--- src/rtl/core/htbs_pkg.sv ---
// shared types, codes and defaults for the bucketed hash store
// used by htbs_ctrl, htbs_dpath and hash_table_bucketed_store; no dependencies
package htbs_pkg;

  // default geometry
  localparam int BUCKETS_DEF = 16;
  localparam int WAYS_DEF    = 4;

  // fixed field widths
  localparam int FUNC_W   = 2;
  localparam int KEY_W    = 31;
  localparam int VAL_W    = 64;
  localparam int STATUS_W = 3;

  // operation codes
  localparam logic [FUNC_W-1:0] FUNC_INSERT = 2'd0;
  localparam logic [FUNC_W-1:0] FUNC_REMOVE = 2'd1;
  localparam logic [FUNC_W-1:0] FUNC_SEARCH = 2'd2;

  // result status codes
  localparam logic [STATUS_W-1:0] ST_INSERTED  = 3'd0;
  localparam logic [STATUS_W-1:0] ST_UPDATED   = 3'd1;
  localparam logic [STATUS_W-1:0] ST_REMOVED   = 3'd2;
  localparam logic [STATUS_W-1:0] ST_NOT_FOUND = 3'd3;
  localparam logic [STATUS_W-1:0] ST_FOUND     = 3'd4;
  localparam logic [STATUS_W-1:0] ST_FULL      = 3'd5;

  // request payload
  typedef struct packed {
    logic [FUNC_W-1:0] func;
    logic [KEY_W-1:0]  key;
    logic [VAL_W-1:0]  value;
  } in_t;

  // result payload
  typedef struct packed {
    logic [STATUS_W-1:0] status;
    logic [VAL_W-1:0]    found_value;
  } out_t;

  // controller to datapath commands
  typedef struct packed {
    logic accept;    // latch the request
    logic rd_in;     // read bucket row addressed by the incoming key
    logic rd_bkt;    // read bucket row addressed by the computed remainder
    logic mod_step;  // register the quotient of the reciprocal product
    logic clr_wr;    // clearing pass write
    logic exec;      // compare, write back and load the result
  } ctl_cmd_t;

  // datapath to controller status
  typedef struct packed {
    logic clr_last;  // last row of the clearing pass
    logic out_busy;  // result register holds a result not taken this cycle
  } ctl_sts_t;

endpackage

--- src/rtl/core/htbs_ctrl.sv ---
// controller state machine of the bucketed hash store
// depends on htbs_pkg for the command and status structs
module htbs_ctrl #(
  parameter int BUCKETS = htbs_pkg::BUCKETS_DEF
) (
  input  logic                clk,
  input  logic                rst_n,
  input  logic                in_valid,
  output logic                in_ready,
  input  htbs_pkg::ctl_sts_t  sts,
  output htbs_pkg::ctl_cmd_t  cmd
);

  localparam int BW   = (BUCKETS > 1) ? $clog2(BUCKETS) : 1;
  localparam bit POW2 = ((1 << BW) == BUCKETS);

  typedef enum logic [4:0] {
    S_CLEAR = 5'b00001,
    S_IDLE  = 5'b00010,
    S_MOD   = 5'b00100,
    S_READ  = 5'b01000,
    S_EXEC  = 5'b10000
  } state_t;

  state_t state_r, state_nxt;
  logic   accept;

  assign in_ready = (state_r == S_IDLE);
  assign accept   = in_valid && in_ready;

  // next state and commands
  always_comb begin
    state_nxt = state_r;
    cmd       = '0;
    unique case (state_r)
      S_CLEAR: begin
        cmd.clr_wr = 1'b1;
        if (sts.clr_last) state_nxt = S_IDLE;
      end
      S_IDLE: begin
        if (accept) begin
          cmd.accept = 1'b1;
          cmd.rd_in  = POW2;
          state_nxt  = POW2 ? S_EXEC : S_MOD;
        end
      end
      S_MOD: begin
        cmd.mod_step = 1'b1;
        state_nxt    = S_READ;
      end
      S_READ: begin
        cmd.rd_bkt = 1'b1;
        state_nxt  = S_EXEC;
      end
      S_EXEC: begin
        if (!sts.out_busy) begin
          cmd.exec  = 1'b1;
          state_nxt = S_IDLE;
        end
      end
      default: state_nxt = S_CLEAR;
    endcase
  end

  // state register
  always_ff @(posedge clk) begin
    if (!rst_n) begin
      state_r <= S_CLEAR;
    end else begin
      state_r <= state_nxt;
    end
  end

endmodule

--- config.mk ---
export PLATFORM = sky130hd
export DESIGN_NAME = htbs_ctrl
export DESIGN_NICKNAME = d
export VERILOG_FILES = /design/src/rtl/core/htbs_pkg.sv /design/src/rtl/core/htbs_ctrl.sv
export SDC_FILE = /design/constraint.sdc
export NUM_CORES = 1
export LEC_CHECK = 0
export ABC_AREA = 1
export BUFFER_PORTS_ARGS = -buffer_cell sky130_fd_sc_hd__clkbuf_2
export CAP_MARGIN = 20
export CORE_AREA = 8 8 45 47
export DETAILED_ROUTE_END_ITERATION = 16
export DIE_AREA = 0 0 53 55
export SLEW_MARGIN = 20
export SYNTH_ARGS = -nofsm -noshare
export SYNTH_HDL_FRONTEND = slang
export SYNTH_SLANG_ARGS = --single-unit
--- constraint.sdc ---
create_clock -name clk -period 0.89 [get_ports clk]
set_input_delay 0.178 -clock clk [delete_from_list [all_inputs] [get_ports clk]]
set_output_delay 0.178 -clock clk [all_outputs]
set_load 0.1 [all_outputs]
==> metrics.csv <==
stage,metric,value,unit
cells_and_area,final instance area,485.5,sq um
timing,Slew Limit Fails,0,
yosys,Synth Area in XOR/XNOR,0,%
yosys,Synth cell types,12,
floorplanning,DIE AREA,2915,sq um
critical_path,Setup Crit Path Kind,flip-flop to output port,
power,Pwr Density,2089,nW/um^2
cells_and_area,number of flip-flops under the largest register name,3,
yosys,main combinational cell family by area after synthesis,simple AND/OR/NAND/NOR gates,
timing,worst hold slack,0.1374,ns
hold_path,worst min-delay path category,input pin to flip-flop,
detailed_routing,final wirelength,625,um
global_routing,largest net degree at the start of global routing,4,
yosys,number of flops mapped to enable cells by yosys,0,
clock_tree,clock slew at reported path FFs,0.04,ns
clock_tree,clock net sink count,3,
global_routing,initial antenna violation count,0,
floorplanning,io pins,12,
yosys,leading area contributor after synthesis,dfxtp_1,
placed_design,input/output buffers,9,
yosys,"FFs w/ async S/R, synth",0,%
clock_tree,worst skew pair latency,0.23,ns
timing,RSZ-0062 raised after global routing,true,
yosys,largest cells by area after synthesis,"dfxtp_1 (29%), buf_4 (11%), inv_1 (11%)",
cells_and_area,Biggest register,state_r,
run,Max-Cap Viols,0,
detailed_routing,drc violations,0,
global_routing,Overflow after GRT,0,
cells_and_area,fill count,144,
yosys,multiplexer share of the synthesized area,0,%
critical_path,Worst Reg-to-Reg Cells,6,
clock_tree,clock buffer count from CTS,3,
detailed_routing,vias,240,
hold_path,Hold Crit Start,rst_n,
hold_path,WHS Path Cells,2,
timing,Clock Skew,0.001652,ns
placed_design,# placed instances,58,
cells_and_area,Multi-input gate area,137.6,sq um
detailed_routing,Pre-antenna DRT Iters,2,
power,Worst VDD drop,585.5,uV
yosys,adder-cell share of the synthesized area,0,%
timing,final setup fails,8,
cells_and_area,# diodes,0,
floorplanning,initial core utilization,15.10,%
yosys,synth warn,0,
yosys,Compound-Gate Fraction of Synth Area,3.593,%
run_status,status,finished with violations,
yosys,"Seq/Total Area, Yosys",28.74,%
clock_tree,H-tree levels,1,
yosys,Mean Syn Cell Area,6.740,sq um
timing,Hold Fails Final Rpt,0,
yosys,simple logic cell fraction of the synthesized area,44.31,%
floorplanning,FP Rows,14,
cells_and_area,storage element area,68.82,sq um
timing,final worst setup slack,-0.4633,ns
timing,min Tclk post-route,1.353,ns
run_status,violated checks,negative setup slack,
yosys,Post-Syn Area,209.0,sq um
global_routing,GRT Overall Usage,5.022,%
floorplanning,Core ar.,1384,sq um
placed_design,worst slack at placement,-0.2342,ns
cells_and_area,share of cells above drive strength 1,70.59,%
critical_path,RR Endpoint,state_r[1],
floorplanning,die width,53,um
clock_tree,CTS tree,done,
critical_path,critical register-to-register path startpoint,state_r[0],
clock_tree,CTS Hold Buffers Added,0,
clock_tree,Clock Tree Root,clkbuf_4,
cells_and_area,largest registers,state_r: 3 flops,
power,Final Total Pwr,1.014,mW
yosys,share of the synthesized area in the top cell type,28.74,%
critical_path,Worst R2R Setup Slack,-0.25,ns
cells_and_area,Util after Layout,35.08,%
yosys,Post-synth top flop,dfxtp_1,
clock_tree,Longest Clk Path Bufs,2,
critical_path,kind of end point of the critical path,output port,
cells_and_area,area grow syn2layout,132.3,%
floorplanning,Die Y,55,um
critical_path,WP data required,0.71,ns
timing,f_max,738.9,MHz
detailed_routing,Via-to-Cell Ratio,3.582,
cells_and_area,fin nets,57,
timing,crit share post-route,152.1,%
cells_and_area,Finished Layout Cells,67,
yosys,post-synthesis cell count,31,
global_routing,number of global-route vias before repair,242,
yosys,top post-synthesis cells by count,"inv_1 (6), nand2_1 (6), buf_4 (3), dfxtp_1 (3), nor2_1 (3)",
power,Leak Pwr,0.2160,nW
timing,setup_tns,-2.752,ns
critical_path,crit path max fanout,3,
critical_path,CP arrival,1.18,ns
yosys,"FF+latch count, synth",3,
placed_design,area post-placement,387.9,sq um
placed_design,RD Place Congestion,0.7874,
critical_path,startpoint types,flip-flop,
detailed_routing,Routed Antenna Nets,0,
detailed_routing,First DRT Iteration DRCs,3,
detailed_routing,routed len/inst,9.328,um
global_routing,first-pass GRT wire length,945,um
placed_design,Post-DP HPWL,465,um
hold_path,Min-Delay Endpoint,state_r[0],
kinds of logic after synthesis:
group                  Yosys count
AND/OR/NAND/NOR                 17
buffers and inverters            9
flip-flops                       3
AO/OA/AOI/OAI                    1
other                            1
final cells by class:
cell class / instances / area share (%)
repair buffers: 18 / 41.75
multi-input cells: 20 / 28.35
flip-flops and latches: 3 / 14.18
inverters: 6 / 6.186
clock buffers: 4 / 5.412
well taps: 16 / 4.124
worst max path at each step:
stage                          start        to  slack (ns)
final                     state_r[0]  in_ready       -0.46
after CTS                 state_r[0]    cmd[5]       -0.46
after floorplan           state_r[1]    cmd[5]       -1.31
after global routing      state_r[0]    cmd[5]       -0.50
after global placement    state_r[1]    cmd[4]       -0.23
after detailed placement  state_r[1]    cmd[5]       -0.23
power breakdown:
part / leakage (nW) / internal [mW] / switching (mW)
combinational: 0.175 / 0.236 / 0.359
sequential: 0.0259 / 0.160 / 0.0233
clock: 0.0150 / 0.168 / 0.0680
what timing repair did:
item,4_1_cts,5_1_grt
buffers inserted,3,2
resized for setup,6,3
setup endpoints to repair,7,8
pin swaps,7,0
endpoints found under the hold margin,0,0
per-layer routing:
metal / track usage [%] / routed length [um] / up-vias
met5: 0 / 0 / -
met4: 6.466 / 10 / 0
met3: 3.209 / 60 / 2
met2: 8.398 / 351 / 6
met1: 3.333 / 203 / 106
li1: - / - / 126
worst max-delay path: stages (launching register included):
cell and delay (ns):
dfxtp_4 0.35, nor3_4 0.20, buf_4 0.14, buf_6 0.09, buf_12 0.16
placed cells by master (no fill, tap or decap), types with 3 or more instances in the layout:
master    n
buf_4     5
nand2_1   4
clkbuf_2  4
buf_12    5
buf_6     4
clkbuf_4  3
No activity file was read; power rests on OpenSTA's default activity.
